===== src/rtl/core/stds_pkg.sv =====
// ----------------------------------------------------------------------------
// stds_pkg
// Shared types and constants for the slice template dot-product scaler.
// ----------------------------------------------------------------------------
`default_nettype none

package stds_pkg;

    // Fixed field widths
    localparam int ACC_W   = 48;
    localparam int NORM_W  = 16;
    localparam int OUT_W   = 40;
    localparam int IDX_W   = 16;
    localparam int CFG_W   = 5;
    localparam int SPLIT_W = 24;            // low part of the accumulator split
    localparam int SUM_W   = ACC_W + NORM_W;

    // Configuration port
    localparam int PADDR_W = 3;
    localparam int PDATA_W = 32;

    localparam logic [CFG_W-1:0] SIDE_RESET  = 5'd16;
    localparam logic [CFG_W-1:0] SHIFT_RESET = 5'd15;

    // Saturation limits of the result
    localparam logic signed [OUT_W-1:0] OUT_MAX = {1'b0, {(OUT_W-1){1'b1}}};
    localparam logic signed [OUT_W-1:0] OUT_MIN = {1'b1, {(OUT_W-1){1'b0}}};

    // Item opcodes
    typedef enum logic {
        OP_LOAD = 1'b0,
        OP_ELEM = 1'b1
    } t_opcode;

    // Register select, taken from paddr[2]
    typedef enum logic {
        REG_SIDE  = 1'b0,
        REG_SHIFT = 1'b1
    } t_reg_sel;

    // Finished slice handed to the scaling pipeline
    typedef struct packed {
        logic signed [ACC_W-1:0]  acc;
        logic signed [NORM_W-1:0] norm;
        logic [IDX_W-1:0]         index;
    } t_slice_res;

endpackage

`default_nettype wire


===== src/rtl/core/stds_ifs.sv =====
// ----------------------------------------------------------------------------
// stds_ifs
// Valid/ready channels: input items and slice results.
// ----------------------------------------------------------------------------
`default_nettype none


interface stds_result_if
    import stds_pkg::*;
();
    logic                    valid;
    logic                    ready;
    logic signed [OUT_W-1:0] weighted_sum;
    logic                    saturated;
    logic [IDX_W-1:0]        slice_index;

    modport source (output valid, output weighted_sum, output saturated, output slice_index,
                    input ready);
    modport sink   (input valid, input weighted_sum, input saturated, input slice_index,
                    output ready);
endinterface

`default_nettype wire


===== src/rtl/core/stds_scale.sv =====
// ----------------------------------------------------------------------------
// stds_scale
// Scales a finished slice sum by its norm, shifts and saturates to 40 bits.
// Four-stage valid/ready pipeline: capture, split multiply, combine, output.
// ----------------------------------------------------------------------------
`default_nettype none

module stds_scale
    import stds_pkg::*;
(
    input  wire logic             i_clk,
    input  wire logic             i_rst_n,
    input  wire logic             i_valid,
    input  wire t_slice_res       i_res,
    output logic                  o_ready,
    input  wire logic [CFG_W-1:0] i_shift,
    stds_result_if.source         o_result
);

    localparam int HI_W = ACC_W - SPLIT_W;

    // stage valids
    logic r_v3, r_v4, r_v5, r_vo;
    logic n_v3, n_v4, n_v5, n_vo;
    logic w_take4, w_take5, w_take_o;

    // payload
    t_slice_res                          r_s3;
    logic signed [HI_W+NORM_W-1:0]       r_pp_hi;
    logic signed [SPLIT_W+NORM_W:0]      r_pp_lo;
    logic [IDX_W-1:0]                    r_idx4, r_idx5;
    logic signed [SUM_W-1:0]             r_sum;
    logic signed [OUT_W-1:0]             r_out_sum;
    logic                                r_out_sat;
    logic [IDX_W-1:0]                    r_out_idx;

    logic signed [SUM_W-1:0]             w_shifted;
    logic signed [OUT_W-1:0]             w_clip;
    logic                                w_sat;

    // advance conditions, back to front
    always_comb begin
        w_take_o = r_v5 && (!r_vo || o_result.ready);
        w_take5  = r_v4 && (!r_v5 || w_take_o);
        w_take4  = r_v3 && (!r_v4 || w_take5);
        o_ready  = !r_v3 || w_take4;

        n_v3 = i_valid  ? 1'b1 : (w_take4 ? 1'b0 : r_v3);
        n_v4 = w_take4  ? 1'b1 : (w_take5 ? 1'b0 : r_v4);
        n_v5 = w_take5  ? 1'b1 : (w_take_o ? 1'b0 : r_v5);
        n_vo = w_take_o ? 1'b1 : (o_result.ready ? 1'b0 : r_vo);
    end

    always_ff @(posedge i_clk) begin
        if (!i_rst_n) begin
            r_v3 <= 1'b0;
            r_v4 <= 1'b0;
            r_v5 <= 1'b0;
            r_vo <= 1'b0;
        end else begin
            r_v3 <= n_v3;
            r_v4 <= n_v4;
            r_v5 <= n_v5;
            r_vo <= n_vo;
        end
    end

    // arithmetic shift floors; saturate when bits above the sign disagree
    always_comb begin
        w_shifted = r_sum >>> i_shift;
        w_sat     = !((&w_shifted[SUM_W-1:OUT_W-1]) || !(|w_shifted[SUM_W-1:OUT_W-1]));
        if (w_sat) begin
            w_clip = w_shifted[SUM_W-1] ? OUT_MIN : OUT_MAX;
        end else begin
            w_clip = w_shifted[OUT_W-1:0];
        end
    end

    // datapath
    always_ff @(posedge i_clk) begin
        if (i_valid) begin
            r_s3 <= i_res;
        end
        if (w_take4) begin
            // 48 x 16 as two 24 x 16 partial products; the upper half keeps the sign
            r_pp_hi <= $signed(r_s3.acc[ACC_W-1:SPLIT_W]) * r_s3.norm;
            r_pp_lo <= $signed({1'b0, r_s3.acc[SPLIT_W-1:0]}) * r_s3.norm;
            r_idx4  <= r_s3.index;
        end
        if (w_take5) begin
            r_sum  <= (SUM_W'(r_pp_hi) <<< SPLIT_W) + SUM_W'(r_pp_lo);
            r_idx5 <= r_idx4;
        end
        if (w_take_o) begin
            r_out_sum <= w_clip;
            r_out_sat <= w_sat;
            r_out_idx <= r_idx5;
        end
    end

    assign o_result.valid        = r_vo;
    assign o_result.weighted_sum = r_out_sum;
    assign o_result.saturated    = r_out_sat;
    assign o_result.slice_index  = r_out_idx;

endmodule

`default_nettype wire


===== src/flat_wrapper.sv =====
// flat-port wrapper written by rule: the top's interface ports become plain ports
module stds_scale_flat import stds_pkg::*;
  (i_clk, i_rst_n, i_valid, i_res, o_ready, i_shift, o_result_valid, o_result_weighted_sum, o_result_saturated, o_result_slice_index, o_result_ready);
  stds_result_if o_result_i ();
  input  wire logic i_clk;
  input  wire logic i_rst_n;
  input  wire logic i_valid;
  input  wire t_slice_res i_res;
  output logic o_ready;
  input  wire logic [CFG_W-1:0] i_shift;
  output wire logic [$bits(o_result_i.valid)-1:0] o_result_valid;
  output wire logic [$bits(o_result_i.weighted_sum)-1:0] o_result_weighted_sum;
  output wire logic [$bits(o_result_i.saturated)-1:0] o_result_saturated;
  output wire logic [$bits(o_result_i.slice_index)-1:0] o_result_slice_index;
  input wire logic [$bits(o_result_i.ready)-1:0] o_result_ready;
  assign o_result_valid = o_result_i.valid;
  assign o_result_weighted_sum = o_result_i.weighted_sum;
  assign o_result_saturated = o_result_i.saturated;
  assign o_result_slice_index = o_result_i.slice_index;
  assign o_result_i.ready = o_result_ready;
  stds_scale u_core (.i_clk(i_clk), .i_rst_n(i_rst_n), .i_valid(i_valid), .i_res(i_res), .o_ready(o_ready), .i_shift(i_shift), .o_result(o_result_i));
endmodule

===== config.mk =====
export PLATFORM = sky130hd
export DESIGN_NAME = stds_scale_flat
export DESIGN_NICKNAME = d
export VERILOG_FILES = /design/src/rtl/core/stds_pkg.sv /design/src/rtl/core/stds_ifs.sv /design/src/rtl/core/stds_scale.sv /design/src/flat_wrapper.sv
export SDC_FILE = /design/constraint.sdc
export NUM_CORES = 2
export LEC_CHECK = 0
export BUFFER_PORTS_ARGS = -buffer_cell sky130_fd_sc_hd__buf_2
export CAP_MARGIN = 0
export CORE_AREA = 2 2 272 274
export DETAILED_ROUTE_END_ITERATION = 7
export DIE_AREA = 0 0 274 276
export GPL_TIMING_DRIVEN = 0
export PLACE_DENSITY = 0.77
export SLEW_MARGIN = 10
export SYNTH_ARGS = -nofsm -noshare
export SYNTH_HDL_FRONTEND = slang
export SYNTH_SLANG_ARGS = --single-unit

===== constraint.sdc =====
create_clock -name i_clk -period 19.75 [get_ports i_clk]
set_clock_uncertainty 0.2 [all_clocks]
set_input_delay 2.9625 -clock i_clk [delete_from_list [all_inputs] [get_ports i_clk]]
set_output_delay 2.9625 -clock i_clk [all_outputs]
set_load 0.005 [all_outputs]

; Word-level counts from Yosys, hierarchy flattened
; Cells that the tools add are included.
[op_classes]
shifts = 1
multipliers = 2
n_reduce_logical = 20
addsub = 1
muxes = 10
[ops]
columns = op, n
row1 = 2-to-1 mux 40 bit, 2
row2 = adder 64 x 41 -> 64 bit, 1
row3 = >>> shifter 64 x 5 -> 64 bit, 1
row4 = multiplier 25 x 16 -> 41 bit, 1
row5 = multiplier 24 x 16 -> 40 bit, 1
row6 = AND reduction 25 bit, 1
row7 = OR reduction 25 bit, 1
row8 = 2-to-1 mux 1 bit, 8
row9 = nonzero test 2 bit, 4
row10 = logical NOT 1 bit, 6
row11 = logical OR 1 bit, 5
row12 = logical AND 1 bit, 3
[word_totals]
wordCells = 49
ff_bits = 318
input_bits = 89
out_inout_bits = 59

; Longest topological paths before layout
[depth]
ltp_word = 9
ltp_mapped = 25
depth_no_buf = 23

; Worst setup path after synthesis
; No wires, ideal clock.
[synth_timing]
path_type = input-to-reg
startpoint = input port o_result_ready
endpoint = register u_core.r_idx5[0] (enable)
setup_ns = 0.641
slack_ns = 10.058
path_stages = 2
t_arrival_ns = 8.852
required_time_ns = 18.909
path_buffers = 0
cell_sequence = nor2b_1 > a21boi_0
[synth_via]
elab_chain_cells = 4
[synth_rtl]
columns = item, line
row1 = start: declaration, flat_wrapper.sv:15  ; input wire logic [$bits(o_result_i.ready)-1:0] o_result_ready;
row2 = logical OR 1 bit, stds_scale.sv:43  ; w_take_o = r_v5 && (!r_vo || o_result.ready);
row3 = logical AND 1 bit, stds_scale.sv:43
row4 = logical OR 1 bit, stds_scale.sv:44  ; w_take5 = r_v4 && (!r_v5 || w_take_o);
row5 = logical AND 1 bit, stds_scale.sv:44
row6 = end signal: assignment, stds_scale.sv:92  ; r_idx5 <= r_idx4;
row7 = end: declaration, stds_scale.sv:31  ; logic [IDX_W-1:0] r_idx4, r_idx5;
; No other way between the ends.
; A chain may end at the register's enable or synchronous reset.

; Worst setup path after layout
[layout_timing]
startpoint = register u_core.r_s3[22] (netlist name)
endpoint = register u_core.r_pp_hi[39], data pin
[layout_via]
elab_chain_cells = 1
[layout_rtl]
columns = item, line
row1 = start: declaration, stds_scale.sv:28  ; t_slice_res r_s3;
row2 = start signal: assignment, stds_scale.sv:82  ; r_s3 <= i_res;
row3 = multiplier 24 x 16 -> 40 bit, stds_scale.sv:86  ; r_pp_hi <= $signed(r_s3.acc[ACC_W-1:SPLIT_W]) * r_s3.norm;
row4 = end signal: assignment, stds_scale.sv:86
row5 = end: declaration, stds_scale.sv:29  ; logic signed [HI_W+NORM_W-1:0] r_pp_hi;
; No other way between the ends.

==> load_flow_metrics.sql <==
INSERT INTO impl_metrics (metric_group, metric, value, unit) VALUES
('timing', 'slew_headroom', '15.7', '%'),
('grt', 'globalRouteMet3Util', '7.63', '%'),
('timing', 'finalWorstPathRequiredPeriod', '9.20', 'ns'),
('cts', 'worst_skew_pair.late_latency', '0.58', 'ns'),
('hold_path', 'holdCritStartpoint', 'u_core.r_pp_lo[13]$_DFFE_PP_', ''),
('grt', 'grt_most_used_layer', 'met2', ''),
('cells_and_area', 'final_layout_size_suffix_gt1_share', '7.76', '%'),
('critical_path', 'critical_path.endpoint_type', 'register', ''),
('cts', 'cts_tree', 'built', ''),
('critical_path', 'worstPathRequired', '19.83', 'ns'),
('critical_path', 'worst_r2r_startpoint', 'u_core.r_s3[22]$_DFFE_PP_', ''),
('grt', 'met1_routing_resource_usage_after_global_routing', '41.1', '%'),
('critical_path', 'crit_path_cell_trace', 'clkbuf_1 > clkbuf_1 > nand2_1 > fa_1 > fa_1 > fa_1 > inv_1 > fa_1 > fa_1 > inv_1 > fa_1 > inv_1 > ha_1 > a21o_1 > a21o_1 > a2111oi_0 > o21ai_0 > a22oi_1 > o21ai_0 > a221o_1 > a21oi_1 > xnor2_1', ''),
('place', 'placement.io_buffers', '145', ''),
('routing', 'dr.first_iter.drc_count', '2349', ''),
('cells_and_area', 'design.final.nets', '5491', ''),
('cts', 'clock_tree_buffer_depth', '3', ''),
('synth', 'synth-seq-cells', '318', ''),
('cells_and_area', 'layout.core_utilization', '63.3', '%'),
('hold_path', 'worst_hold_depth', '0', ''),
('cts', 'htree_levels', '2', ''),
('critical_path', 'timing.rr.end', 'u_core.r_pp_hi[39]$_DFFE_PP_', ''),
('timing', 'fin_ws', '10.55', 'ns'),
('place', 'gpl.final_weighted_congestion', '0.981', ''),
('cts', 'post_cts.repair.setup_buffers', '0', ''),
('critical_path', 'cp_slowest_cell', 'sky130_fd_sc_hd__clkbuf_1', ''),
('timing', 'worstMarginPinSlew', '1.26', 'ns'),
('floorplanning', 'fp.dieArea', '75600', 'sq um'),
('job', 'max-cap-violations', '0', ''),
('routing', 'postRouteAntennaNets', '0', ''),
('cts', 'postCtsResizedCells', '0', ''),
('synth', 'async_reset_ff_share', '0', '%'),
('grt', 'grt.overflow.total', '0', ''),
('routing', 'num_vias', '31076', ''),
('grt', 'global_route.usage.total', '31.3', '%'),
('critical_path', 'crit_path_frequent_cell', 'sky130_fd_sc_hd__fa_1', ''),
('cts', 'clock_tree.root_cell', 'sky130_fd_sc_hd__clkbuf_16', ''),
('synth', 'number_of_flops_mapped_to_enable_cells_by_yosys', '314', ''),
('synth', 'yosysUniqueCellTypes', '76', ''),
('critical_path', 'regToRegSetupSlack', '10.55', 'ns'),
('cells_and_area', 'seq_area', '9510', 'sq um'),
('timing', 'final_max_slew_viol_count', '0', ''),
('timing', 'rsz0062_at_grt', 'no', ''),
('hold_path', 'hold_path_end', 'u_core.r_sum[13]$_DFFE_PP_', ''),
('floorplanning', 'die-width', '274', 'um'),
('synth', 'synth_top_cells_by_area', 'sky130_fd_sc_hd__fa_1, sky130_fd_sc_hd__edfxtp_1, sky130_fd_sc_hd__ha_1, sky130_fd_sc_hd__inv_1, sky130_fd_sc_hd__nand2_1', ''),
('synth', 'synth_largest_type_area_fraction', '32.0', '%'),
('floorplanning', 'boundaryPins', '148', ''),
('cts', 'postCtsHoldBufs', '0', ''),
('synth', 'ys_seq_area_share', '22.3', '%'),
('hold_path', 'hold_class', 'register to register', ''),
('synth', 'synth.net_count', '5298', ''),
('timing', 'layout_worst_path_cycle_share', '46.6', '%'),
('routing', 'detailed_route_drc_error_count', '0', ''),
('grt', 'via_count_of_the_first_global_routing_pass', '32392', ''),
('status', 'status', 'complete, no violations', ''),
('grt', 'met2_usage', '48.8', '%'),
('floorplanning', 'die-height', '276', 'um'),
('synth', 'synth_area_leader_cell', 'sky130_fd_sc_hd__fa_1', ''),
('critical_path', 'worst-endpoint-arrival', '9.27', 'ns'),
('grt', 'first_pass_grt_wire_length', '181', 'mm'),
('timing', 'fmaxAchievable', '109', 'MHz'),
('grt', 'antenna_violations_before_repair', '8', ''),
('synth', 'yosysWarnings', '0', ''),
('routing', 'average_routed_wire_per_standard_cell', '21.1', 'um'),
('synth', 'cell_with_the_most_instances_after_synthesis', 'sky130_fd_sc_hd__inv_1', ''),
('synth', 'commonest_register_cell_after_synthesis', 'sky130_fd_sc_hd__edfxtp_1', ''),
('critical_path', 'timing_worst_setup_path_type', 'register to register', ''),
('place', 'dp_slack', '10.89', 'ns'),
('floorplanning', 'initial_core_util', '58.6', '%'),
('synth', 'postSynthAreaPerCell', '10.0', 'sq um');
worst max path at each step:
stage / slack (ns) / end / start
2_1_floorplan: 10.06 / u_core.r_idx5[0]$_DFFE_PP_ / o_result_ready
3_3_place_gp: 7.95 / u_core.r_sum[12]$_DFFE_PP_ / o_result_ready
3_5_place_dp: 10.89 / u_core.r_pp_hi[39]$_DFFE_PP_ / u_core.r_s3[20]$_DFFE_PP_
4_1_cts: 10.85 / u_core.r_pp_hi[39]$_DFFE_PP_ / u_core.r_s3[20]$_DFFE_PP_
5_1_grt: 10.40 / u_core.r_pp_hi[36]$_DFFE_PP_ / u_core.r_s3[22]$_DFFE_PP_
6_report: 10.55 / u_core.r_pp_hi[39]$_DFFE_PP_ / u_core.r_s3[22]$_DFFE_PP_
cells in the final DEF (no fill, tap or decap), types with 32 or more instances in the layout:
master,n
sky130_fd_sc_hd__a21o_1,48
sky130_fd_sc_hd__o21ai_0,84
sky130_fd_sc_hd__nand3_1,33
sky130_fd_sc_hd__fa_1,681
sky130_fd_sc_hd__clkbuf_16,38
sky130_fd_sc_hd__and2_1,319
sky130_fd_sc_hd__buf_2,163
sky130_fd_sc_hd__edfxtp_1,314
sky130_fd_sc_hd__nor2_1,139
sky130_fd_sc_hd__nor3_1,32
sky130_fd_sc_hd__nand2_1,579
sky130_fd_sc_hd__xnor2_1,74
sky130_fd_sc_hd__inv_1,847
sky130_fd_sc_hd__xor2_1,33
sky130_fd_sc_hd__a21oi_1,151
sky130_fd_sc_hd__mux4_2,58
sky130_fd_sc_hd__ha_1,275
sky130_fd_sc_hd__clkbuf_1,167
sky130_fd_sc_hd__mux2i_1,81
per-layer routing:
layer | up-vias | part of all wire (%)
li1 | 13823 | -
met1 | 15247 | 39
met2 | 1619 | 45
met4 | 4 | 5.7
met3 | 383 | 11
met5 | - | 0.028
registers in the layout, summed over array words and instances (netlist names), 16 cells and up:
name	cells
u_core.r_sum	64
u_core.r_pp_hi	40
u_core.o_result.slice_index	16
u_core.r_s3	80
u_core.r_idx4	16
u_core.o_result.weighted_sum	40
u_core.r_idx5	16
u_core.r_pp_lo	41
cell families after synthesis:
kind of cell    share of synthesized area [%]
simple gates                             13.7
buf+inv                                  9.47
fa+ha+maj                                40.1
compound gates                           6.81
flops                                    22.3
mux                                      5.37
xor+xnor                                 2.20
worst max-delay path, delay by kind of cell (launching register included):
kind | cells | cell delay [ns]
AO/OA/AOI/OAI | 8 | 2.44
XOR/XNOR | 1 | 0.32
adder cells (fa/ha/maj) | 7 | 3.49
buffers and inverters | 5 | 1.91
flip-flops | 1 | 0.36
AND/OR/NAND/NOR | 1 | 0.16
final cells by class:
type	count	share of cell area [%]
antenna	4	0.0218
buffer	198	1.84
clock buffer	47	2.14
clock inverter	21	0.545
inverter	848	6.93
multi-input combinational	2889	63.2
sequential	318	20.7
tap	959	2.61
timing repair buffer	153	1.98
stage by stage:
stage,instances,hold WS [ns],instance area [sq um]
global placement,5357,0.200,44500
global route,5433,0.220,45900
detailed placement,5365,0.205,44700
CTS,5433,0.213,45900
finish,5437,0.212,45900
floorplan,4253,0.200,42500
Power is left out: the tool's default activity adds up to more than one toggle a clock period on the data nets, which glitch-free logic cannot reach.
